File: config.mk
export PLATFORM = sky130hd
export DESIGN_NAME = backlight_smooth_ramp_unit_flat
export DESIGN_NICKNAME = d
export VERILOG_FILES = /design/src/rtl/core/bsr_pkg.sv /design/src/rtl/core/bsr_stream_if.sv /design/src/rtl/core/bsr_serial_div.sv /design/src/rtl/core/bsr_rsp_stage.sv /design/src/rtl/core/backlight_smooth_ramp_unit.sv /design/src/flat_wrapper.sv
export SDC_FILE = /design/constraint.sdc
export NUM_CORES = 1
export LEC_CHECK = 0
export BUFFER_PORTS_ARGS = -buffer_cell sky130_fd_sc_hd__buf_2
export CORE_UTILIZATION = 30
export CTS_BUF_LIST = sky130_fd_sc_hd__clkbuf_4 sky130_fd_sc_hd__clkbuf_8
export DETAILED_ROUTE_END_ITERATION = 10
export MAX_ROUTING_LAYER = met4
export PLACE_DENSITY = 0.44
export REMOVE_ABC_BUFFERS = 1
export SLEW_MARGIN = 5
export SYNTH_ARGS = -nofsm -noshare
export SYNTH_HDL_FRONTEND = slang
export SYNTH_HIERARCHICAL = 1
export SYNTH_SLANG_ARGS = --single-unit
export TNS_END_PERCENT = 100
File: constraint.sdc
create_clock -name clock -period 4.8 [get_ports clock]
set_clock_uncertainty 0.2 [all_clocks]
set_input_delay 0.48 -clock clock [delete_from_list [all_inputs] [get_ports clock]]
set_output_delay 0.48 -clock clock [all_outputs]
set_load 0.005 [all_outputs]
File: src/rtl/core/bsr_pkg.sv
`default_nettype none
// -----------------------------------------------------------------------------
// bsr_pkg: shared definitions for the backlight smoothing ramp
// Payload types, action and register codes, reset values and divider status.
// -----------------------------------------------------------------------------
package bsr_pkg;

   // default fixed-point format of the held levels
   localparam int DEF_FRACTION_BITS = 8;
   localparam int DEF_LEVEL_BITS    = 16;

   // width of the panel value fields and of the level registers
   localparam int FIELD_BITS = 16;

   // action codes
   localparam logic [1:0] ACT_RESET  = 2'd0;
   localparam logic [1:0] ACT_UPDATE = 2'd1;
   localparam logic [1:0] ACT_TICK   = 2'd2;

   // register indexes
   localparam logic [1:0] CSR_MIN_LEVEL      = 2'd0;
   localparam logic [1:0] CSR_FULL_LEVEL     = 2'd1;
   localparam logic [1:0] CSR_SNAP_THRESHOLD = 2'd2;
   localparam logic [1:0] CSR_STEP_INTERVAL  = 2'd3;

   // register reset values
   localparam logic [15:0] MIN_LEVEL_RESET  = 16'd300;
   localparam logic [15:0] FULL_LEVEL_RESET = 16'hffff;
   localparam logic [7:0]  SNAP_RESET       = 8'd2;
   localparam logic [7:0]  INTERVAL_RESET   = 8'd10;

   // each ramp step covers one twentieth of the remaining distance
   localparam logic [15:0] RAMP_DIVISOR = 16'd20;

   // largest reported brightness
   localparam logic [15:0] OUT_MAX = 16'hffff;

   typedef struct packed {
      logic [1:0]  action;
      logic [15:0] level;
      logic [15:0] level_max;
   } bsr_req_type;

   typedef struct packed {
      logic [15:0] brightness;
      logic [7:0]  next_delay_ms;
   } bsr_rsp_type;

   typedef struct packed {
      logic busy;
      logic done;
   } bsr_div_status_type;

endpackage
`default_nettype wire

File: src/rtl/core/bsr_stream_if.sv
`default_nettype none
// -----------------------------------------------------------------------------
// bsr_stream_if: valid/ready channel
// Carries one item per accepted handshake; payload type set per instance.
// -----------------------------------------------------------------------------
interface bsr_stream_if #(
   parameter type payload_type = logic
);
   logic        valid;
   logic        ready;
   payload_type payload;

   modport source (output valid, output payload, input ready);
   modport sink   (input valid, input payload, output ready);
endinterface
`default_nettype wire

File: src/rtl/core/bsr_serial_div.sv
`default_nettype none
// -----------------------------------------------------------------------------
// bsr_serial_div: bit-serial restoring divider
// Produces one quotient bit per cycle; the dividend shifts out at the top while
// quotient bits shift in at the bottom of the same register.
// -----------------------------------------------------------------------------
module bsr_serial_div
   import bsr_pkg::*;
#(
   parameter int DIVIDEND_BITS = 32 + DEF_FRACTION_BITS
) (
   input  wire logic                      clock,
   input  wire logic                      reset,
   input  wire logic                      start,
   input  wire logic [DIVIDEND_BITS-1:0]  dividend,
   input  wire logic [FIELD_BITS-1:0]     divisor,
   output      logic [DIVIDEND_BITS-1:0]  quotient,
   output      bsr_div_status_type        status
);
   localparam int CW = $clog2(DIVIDEND_BITS + 1);

   logic [DIVIDEND_BITS-1:0] quo_ff, quo_in;
   logic [FIELD_BITS-1:0]    rem_ff, rem_in;
   logic [FIELD_BITS-1:0]    divisor_ff;
   logic [CW-1:0]            count_ff, count_in;
   logic                     busy_ff, busy_in;
   logic                     done_ff, done_in;

   logic [FIELD_BITS:0] trial;
   logic [FIELD_BITS:0] diff;
   logic                fits;

   // trial subtract of the next partial remainder
   assign trial = {rem_ff, quo_ff[DIVIDEND_BITS-1]};
   assign diff  = trial - {1'b0, divisor_ff};
   assign fits  = (trial >= {1'b0, divisor_ff});

   // advance one quotient bit, or load a new division
   always_comb begin
      quo_in   = quo_ff;
      rem_in   = rem_ff;
      count_in = count_ff;
      busy_in  = busy_ff;
      done_in  = 1'b0;
      if (start) begin
         quo_in   = dividend;
         rem_in   = '0;
         count_in = CW'(DIVIDEND_BITS);
         busy_in  = 1'b1;
      end else if (busy_ff) begin
         quo_in   = {quo_ff[DIVIDEND_BITS-2:0], fits};
         rem_in   = fits ? diff[FIELD_BITS-1:0] : trial[FIELD_BITS-1:0];
         count_in = count_ff - CW'(1);
         if (count_ff == CW'(1)) begin
            busy_in = 1'b0;
            done_in = 1'b1;
         end
      end
   end

   // hold control state
   always_ff @(posedge clock) begin
      if (reset) begin
         count_ff <= '0;
         busy_ff  <= 1'b0;
         done_ff  <= 1'b0;
      end else begin
         count_ff <= count_in;
         busy_ff  <= busy_in;
         done_ff  <= done_in;
      end
   end

   // hold the data path
   always_ff @(posedge clock) begin
      quo_ff <= quo_in;
      rem_ff <= rem_in;
      if (start) begin
         divisor_ff <= divisor;
      end
   end

   assign quotient    = quo_ff;
   assign status.busy = busy_ff;
   assign status.done = done_ff;

endmodule
`default_nettype wire

File: src/rtl/core/bsr_rsp_stage.sv
`default_nettype none
// -----------------------------------------------------------------------------
// bsr_rsp_stage: result register with rounding
// Rounds the fixed-point level half up, clamps it to 16 bits and holds the
// item until the consumer takes it.
// -----------------------------------------------------------------------------
module bsr_rsp_stage
   import bsr_pkg::*;
#(
   parameter int FRACTION_BITS = DEF_FRACTION_BITS,
   parameter int LEVEL_BITS    = DEF_LEVEL_BITS
) (
   input  wire logic                                clock,
   input  wire logic                                reset,
   input  wire logic                                load,
   input  wire logic [LEVEL_BITS+FRACTION_BITS-1:0] level,
   input  wire logic [7:0]                          delay,
   output      logic                                slot_free,
   bsr_stream_if.source                             rsp_chan
);
   localparam int LW = LEVEL_BITS + FRACTION_BITS;
   localparam int OW = (LEVEL_BITS + 1 > 17) ? LEVEL_BITS + 1 : 17;
   localparam logic [LW:0] ROUND_HALF = (LW + 1)'(1) << (FRACTION_BITS - 1);

   logic        rsp_valid_ff;
   bsr_rsp_type rsp_payload_ff;

   logic [LW:0]         sum;
   logic [OW-1:0]       whole;
   logic [FIELD_BITS-1:0] rounded;

   // round half up, then clamp to the output range
   assign sum     = {1'b0, level} + ROUND_HALF;
   assign whole   = OW'(sum[LW:FRACTION_BITS]);
   assign rounded = (whole > OW'(OUT_MAX)) ? OUT_MAX : whole[FIELD_BITS-1:0];

   assign slot_free = !rsp_valid_ff || rsp_chan.ready;

   // hold valid until the item is taken
   always_ff @(posedge clock) begin
      if (reset) begin
         rsp_valid_ff <= 1'b0;
      end else if (load) begin
         rsp_valid_ff <= 1'b1;
      end else if (rsp_chan.ready) begin
         rsp_valid_ff <= 1'b0;
      end
   end

   // capture the payload
   always_ff @(posedge clock) begin
      if (load) begin
         rsp_payload_ff.brightness    <= rounded;
         rsp_payload_ff.next_delay_ms <= delay;
      end
   end

   assign rsp_chan.valid   = rsp_valid_ff;
   assign rsp_chan.payload = rsp_payload_ff;

   a_load_into_free_slot: assert property (@(posedge clock) disable iff (reset)
      load |-> slot_free)
      else $error("result loaded over an item not yet taken");

endmodule
`default_nettype wire

File: src/rtl/core/backlight_smooth_ramp_unit.sv
`default_nettype none
// -----------------------------------------------------------------------------
// backlight_smooth_ramp_unit: exponential smoothing ramp for a panel backlight
// Maps value/maximum to a target drive level and moves the drive level toward
// it by one twentieth of the distance per tick, snapping when close.
// -----------------------------------------------------------------------------
// One item is worked at a time; the next item is taken while a result still
// waits at the output. A reset or update whose value is below a nonzero
// maximum latches the item, forms the value-times-span product, runs the
// bit-serial divider, which yields one quotient bit per cycle, and then
// finishes the mapped level. A moving tick runs the same divider by 20. Ticks
// that snap, and resets or updates with a zero maximum or a value at or above
// the maximum, skip the divider. Action code three is taken and dropped.
// Levels are held with LEVEL_BITS integer and FRACTION_BITS fraction bits;
// both levels reset to the midpoint 32917.5.
// -----------------------------------------------------------------------------
module backlight_smooth_ramp_unit
   import bsr_pkg::*;
#(
   parameter int FRACTION_BITS = DEF_FRACTION_BITS,
   parameter int LEVEL_BITS    = DEF_LEVEL_BITS
) (
   input  wire logic         clock,
   input  wire logic         reset,
   bsr_stream_if.sink        req_chan,
   bsr_stream_if.source      rsp_chan,
   input  wire logic         csr_we,
   input  wire logic [1:0]   csr_index,
   input  wire logic [15:0]  csr_wdata
);
   localparam int LW = LEVEL_BITS + FRACTION_BITS;
   localparam int DW = 2 * FIELD_BITS + FRACTION_BITS;
   localparam int QW = FIELD_BITS + FRACTION_BITS;
   localparam int XW = (QW + 1 > LW + 1) ? QW + 1 : LW + 1;

   localparam logic [LW-1:0] FX_LIMIT = {{LEVEL_BITS{1'b1}}, {FRACTION_BITS{1'b0}}};
   localparam logic [XW-1:0] RESET_RAW =
      (XW'(MIN_LEVEL_RESET) << FRACTION_BITS) +
      (XW'(FULL_LEVEL_RESET - MIN_LEVEL_RESET) << (FRACTION_BITS - 1));
   localparam logic [LW-1:0] RESET_LEVEL =
      (RESET_RAW > XW'(FX_LIMIT)) ? FX_LIMIT : RESET_RAW[LW-1:0];

   typedef enum logic [1:0] {ST_IDLE, ST_MUL, ST_DIV, ST_EMIT} state_type;

   // saturate a mapped level at the largest held level
   function automatic logic [LW-1:0] clamp_level(input logic [XW-1:0] raw);
      if (raw > XW'(FX_LIMIT)) begin
         return FX_LIMIT;
      end
      return raw[LW-1:0];
   endfunction

   // configuration registers
   logic [15:0] min_ff;
   logic [15:0] full_ff;
   logic [7:0]  snap_ff;
   logic [7:0]  interval_ff;

   // control and item state
   state_type   state_ff;
   logic [1:0]  action_ff;
   logic [15:0] num_ff;
   logic [15:0] den_ff;
   logic [15:0] span_ff;
   logic        tick_up_ff;
   logic [LW-1:0] pending_ff;
   logic [7:0]  delay_ff;
   logic [LW-1:0] current_ff;
   logic [LW-1:0] target_ff;

   // combinational helpers
   bsr_req_type req;
   logic        req_fire;
   logic        map_up;
   logic [15:0] span;
   logic [XW-1:0] base;
   logic [XW-1:0] top_level;
   logic          tick_up;
   logic [LW-1:0] tick_gap;
   logic [LW-1:0] thr;
   logic          tick_moves;
   logic [31:0]   prod;
   logic [QW-1:0] off;
   logic [XW-1:0] map_raw;
   logic [LW-1:0] step;
   logic [LW-1:0] tick_level;

   // divider and output stage hookup
   logic               div_start;
   logic [DW-1:0]      div_dividend;
   logic [15:0]        div_divisor;
   logic [DW-1:0]      div_quotient;
   bsr_div_status_type div_status;
   logic               rsp_load;
   logic               slot_free;

   assign req      = req_chan.payload;
   assign req_chan.ready = (state_ff == ST_IDLE);
   assign req_fire = req_chan.valid && req_chan.ready;

   // mapping direction and span from the configured end points
   assign map_up    = (full_ff >= min_ff);
   assign span      = map_up ? (full_ff - min_ff) : (min_ff - full_ff);
   assign base      = XW'(min_ff) << FRACTION_BITS;
   assign top_level = XW'(full_ff) << FRACTION_BITS;

   // ramp distance against the snap threshold
   assign tick_up    = (target_ff >= current_ff);
   assign tick_gap   = tick_up ? (target_ff - current_ff) : (current_ff - target_ff);
   assign thr        = LW'(snap_ff) << FRACTION_BITS;
   assign tick_moves = (tick_gap > thr);

   // one multiply of the registered value and span feeds the divider
   assign prod = num_ff * span_ff;

   // finish the mapping or the ramp step from the quotient
   assign off        = div_quotient[QW-1:0];
   assign map_raw    = map_up ? (base + XW'(off)) : (base - XW'(off));
   assign step       = (div_quotient[LW-1:0] == '0) ? LW'(1) : div_quotient[LW-1:0];
   assign tick_level = tick_up_ff ? (current_ff + step) : (current_ff - step);

   // start the divider for a moving tick or after the multiply
   always_comb begin
      div_start    = 1'b0;
      div_dividend = DW'(prod) << FRACTION_BITS;
      div_divisor  = den_ff;
      if (state_ff == ST_MUL) begin
         div_start = 1'b1;
      end else if (req_fire && req.action == ACT_TICK && tick_moves) begin
         div_start    = 1'b1;
         div_dividend = DW'(tick_gap);
         div_divisor  = RAMP_DIVISOR;
      end
   end

   assign rsp_load = (state_ff == ST_EMIT) && (action_ff != ACT_UPDATE) && slot_free;

   // write configuration registers
   always_ff @(posedge clock) begin
      if (reset) begin
         min_ff      <= MIN_LEVEL_RESET;
         full_ff     <= FULL_LEVEL_RESET;
         snap_ff     <= SNAP_RESET;
         interval_ff <= INTERVAL_RESET;
      end else if (csr_we) begin
         unique case (csr_index)
            CSR_MIN_LEVEL:      min_ff      <= csr_wdata;
            CSR_FULL_LEVEL:     full_ff     <= csr_wdata;
            CSR_SNAP_THRESHOLD: snap_ff     <= csr_wdata[7:0];
            CSR_STEP_INTERVAL:  interval_ff <= csr_wdata[7:0];
            default:            min_ff      <= min_ff;
         endcase
      end
   end

   // sequence one item and commit the ramp state
   always_ff @(posedge clock) begin
      if (reset) begin
         state_ff   <= ST_IDLE;
         current_ff <= RESET_LEVEL;
         target_ff  <= RESET_LEVEL;
      end else begin
         unique case (state_ff)
            ST_IDLE: begin
               if (req_fire) begin
                  action_ff  <= req.action;
                  num_ff     <= req.level;
                  den_ff     <= req.level_max;
                  span_ff    <= span;
                  tick_up_ff <= tick_up;
                  delay_ff   <= 8'd0;
                  unique case (req.action)
                     ACT_RESET, ACT_UPDATE: begin
                        if (req.level_max == 16'd0) begin
                           pending_ff <= clamp_level(base);
                           state_ff   <= ST_EMIT;
                        end else if (req.level >= req.level_max) begin
                           pending_ff <= clamp_level(top_level);
                           state_ff   <= ST_EMIT;
                        end else begin
                           state_ff <= ST_MUL;
                        end
                     end
                     ACT_TICK: begin
                        if (tick_moves) begin
                           delay_ff <= interval_ff;
                           state_ff <= ST_DIV;
                        end else begin
                           pending_ff <= target_ff;
                           state_ff   <= ST_EMIT;
                        end
                     end
                     default: state_ff <= ST_IDLE;
                  endcase
               end
            end
            ST_MUL: begin
               state_ff <= ST_DIV;
            end
            ST_DIV: begin
               if (div_status.done) begin
                  pending_ff <= (action_ff == ACT_TICK) ? tick_level : clamp_level(map_raw);
                  state_ff   <= ST_EMIT;
               end
            end
            ST_EMIT: begin
               if (action_ff == ACT_UPDATE) begin
                  target_ff <= pending_ff;
                  state_ff  <= ST_IDLE;
               end else if (slot_free) begin
                  current_ff <= pending_ff;
                  if (action_ff == ACT_RESET) begin
                     target_ff <= pending_ff;
                  end
                  state_ff <= ST_IDLE;
               end
            end
            default: state_ff <= ST_IDLE;
         endcase
      end
   end

   bsr_serial_div #(
      .DIVIDEND_BITS (DW)
   ) u_div (
      .clock    (clock),
      .reset    (reset),
      .start    (div_start),
      .dividend (div_dividend),
      .divisor  (div_divisor),
      .quotient (div_quotient),
      .status   (div_status)
   );

   bsr_rsp_stage #(
      .FRACTION_BITS (FRACTION_BITS),
      .LEVEL_BITS    (LEVEL_BITS)
   ) u_rsp (
      .clock     (clock),
      .reset     (reset),
      .load      (rsp_load),
      .level     (pending_ff),
      .delay     (delay_ff),
      .slot_free (slot_free),
      .rsp_chan  (rsp_chan)
   );

   a_accept_with_divider_idle: assert property (@(posedge clock) disable iff (reset)
      req_fire |-> !div_status.busy)
      else $error("item accepted while the divider is busy");

   a_done_only_in_div: assert property (@(posedge clock) disable iff (reset)
      div_status.done |-> state_ff == ST_DIV)
      else $error("divider finished outside the divide state");

   a_nonzero_divisor: assert property (@(posedge clock) disable iff (reset)
      div_start |-> div_divisor != 16'd0)
      else $error("divider started with a zero divisor");

   a_levels_in_range: assert property (@(posedge clock) disable iff (reset)
      !(current_ff > FX_LIMIT) && !(target_ff > FX_LIMIT))
      else $error("held level above the largest level");

endmodule
`default_nettype wire
File: src/flat_wrapper.sv
// flat-port wrapper written by rule: the top's interface ports become plain ports
module backlight_smooth_ramp_unit_flat import bsr_pkg::*;
#(
   parameter int FRACTION_BITS = DEF_FRACTION_BITS,
   parameter int LEVEL_BITS    = DEF_LEVEL_BITS
)
  (clock, reset, csr_we, csr_index, csr_wdata, req_chan_valid, req_chan_payload, req_chan_ready, rsp_chan_valid, rsp_chan_payload, rsp_chan_ready);
  bsr_stream_if req_chan_i ();
  bsr_stream_if rsp_chan_i ();
  input  wire logic clock;
  input  wire logic reset;
  input  wire logic csr_we;
  input  wire logic [1:0] csr_index;
  input  wire logic [15:0] csr_wdata;
  input wire logic [$bits(req_chan_i.valid)-1:0] req_chan_valid;
  input wire logic [$bits(req_chan_i.payload)-1:0] req_chan_payload;
  output wire logic [$bits(req_chan_i.ready)-1:0] req_chan_ready;
  output wire logic [$bits(rsp_chan_i.valid)-1:0] rsp_chan_valid;
  output wire logic [$bits(rsp_chan_i.payload)-1:0] rsp_chan_payload;
  input wire logic [$bits(rsp_chan_i.ready)-1:0] rsp_chan_ready;
  assign req_chan_i.valid = req_chan_valid;
  assign req_chan_i.payload = req_chan_payload;
  assign req_chan_ready = req_chan_i.ready;
  assign rsp_chan_valid = rsp_chan_i.valid;
  assign rsp_chan_payload = rsp_chan_i.payload;
  assign rsp_chan_i.ready = rsp_chan_ready;
  backlight_smooth_ramp_unit #(.FRACTION_BITS(FRACTION_BITS), .LEVEL_BITS(LEVEL_BITS)) u_core (.clock(clock), .reset(reset), .req_chan(req_chan_i), .rsp_chan(rsp_chan_i), .csr_we(csr_we), .csr_index(csr_index), .csr_wdata(csr_wdata));
endmodule
==> flow_summary.yaml <==
clocking:
  clock_sinks: 12
  cts_tree: "yes"
  clk-insertion-delay-late_ps: 260
  cts_root_buf: "clkbuf_4"
  post_cts_resized: 0
  post-cts-setup-buffer-count: 0
  cts_htree_levels: 1
  cts.clk_slew.worst_paths_ps: 70
  cts_buffer_depth: 2
  ctsHoldBuffers: 0
  numCtsBuffers: 3
timing:
  fin_tns_setup_ps: 0
  finalCritPeriodShare: 0.3775
  fmax_mhz: 551.9
  drv_slew: 0
  slew_headroom: 0.6593
  period_needed_ps: 1812
  hold_viol_final: 0
  setup_viol: 0
  grt_setup_unrepaired: "false"
  worstMarginPinSlew_ps: 511.1
final_layout:
  diodes: 0
  synthToLayoutAreaGrowth_pct: 7.968
  layout-drive-gt1-share: 0.1733
  finalInstanceArea_um2: 678.2
  nets: 106
global_route:
  antenna_found_initial: 0
  grt_pass1_vias: 346
  grt_max_degree: 12
  grtUsageTotal: 0.1021
  grt_pass1_wl_um: 1483
  overflow: 0
die:
  start_util: 0.3202
  core-area_um2: 1962
  die_w_um: 47.76
  die_area_um2: 2281
  io_pins: 27
  rows: 16
  die_y_um: 47.76
routing:
  antenna_left: 0
  vias: 418
  route.detailed.drc: 0
  dr.pass1.iters: 4
  wl_per_cell_um: 8.559
  drtIter0Drc: 6
  drt-vias-per-instance: 4.098
  routed_wl_um: 873
outcome:
  outcome: "finished clean"
power:
  seqPwrFrac: 0.427
  power.leakage_uw: 0.0002997
  powerDensity_nw_per_um2: 583.3
  vdd_ir_drop_max_mv: 0.1666
  p_switching_uw: 147.8
  p_int_uw: 247.7
  clkPwrFrac: 0.175
  netSwitchingFraction: 0.3737
  combPwrFrac: 0.398
worst_setup_path:
  cp_max_fo: 4
  path_class: "flop to output port"
  cp.required_ps: 4120
  startpoint_type: "flop"
  ff2ff_path_depth: 6
  arrival_ps: 1130
  end_kind: "output port"
run:
  cap_violations: 0
logic_synthesis:
  ys_warn_count: 6
  syn_area_um2: 628.1
  netlist_instances: 76
  avgSynthCellArea_um2: 8.265
placement:
  port_buffers: 7
  hpwl_um: 650.9
  place_area_um2: 648.1
  gp_congestion: 0.6634
min_path:
  hp-class: "primary input to flop"
  whs_path_depth: 3
## cell usage in the layout (no fill, tap or decap), drive strengths merged
master and count:
buf 7, nor4 2, clkbuf 4, xnor2 3, nor3 4, inv 9, a2111oi 1, edfxtp 1
dfxtp 11, a211oi 2, ha 6, nand2b 1, nor2b 1, mux2i 1, a21oi 2, xor2 2
nand2 2, conb 1, a221oi 1, nand3 1, nor2 12, and2 1
## per-stage QoR
step                      hold slack [ps]  setup WS, ps  std cells  total power [uW]  utilization
after floorplan                     268.1          3178         64             293.5            -
after global placement              292.1          3016         98             330.2       0.3304
after detailed placement            290.8          3008         98             330.2       0.3304
after CTS                           283.6          2969        102             402.1       0.3457
after global routing                290.6          2819        102             439.0       0.3457
final                               295.8          2988        102             395.6       0.3457
## cell type report
class / instances / area [um2]
Clock buffer: 4 / 30.03
Fill cell: 237 / 1284
Inverter: 9 / 33.78
Multi-Input combinational cell: 43 / 295.3
Sequential cell: 12 / 250.2
Tap cell: 27 / 33.78
Timing Repair Buffer: 7 / 35.03
## power by group through the flow
stage / Combinational, uW / Sequential [uW] / Clock, uW
final: 157 / 169 / 69.1
after global routing: 184 / 175 / 80.1
after CTS: 160 / 169 / 73.9
after detailed placement: 160 / 171 / 0
after global placement: 159 / 171 / 0
after floorplan: 130 / 164 / 0
## state kept, by name, summed over array words and instances (netlist names)
| name | count |
|---|---|
| u_core/state_ff | 2 |
| u_core/u_div/busy_ff | 1 |
| u_core/u_div/count_ff | 6 |
| u_core/u_div/done_ff | 1 |
| u_core/u_rsp/rsp_chan.payload | 1 |
| u_core/u_rsp/rsp_chan.valid | 1 |
## final timing paths
path                                    start                           to  slack [ps]
setup / recovery           u_core/state_ff[0]               req_chan_ready        2990
hold / removal                 rsp_chan_ready  u_core/u_rsp/rsp_chan.valid         300
setup reg to reg           u_core/state_ff[0]           u_core/state_ff[1]        3020
hold reg to reg   u_core/u_rsp/rsp_chan.valid  u_core/u_rsp/rsp_chan.valid         300
## routing by layer
metal | track usage | vias to the layer above | wire [um]
met5 | - | - | 0
met2 | 0.1243 | 4 | 383
met3 | 0.04528 | 0 | 20
li1 | - | 233 | -
met1 | 0.1390 | 181 | 470
met4 | 0.05000 | 0 | 0
## critical path, cell delays in order, from the launching register on
cell     delay, ps
dfxtp_1        390
inv_1           80
ha_1           250
buf_2          140
Power figures use the tool's default switching activity.
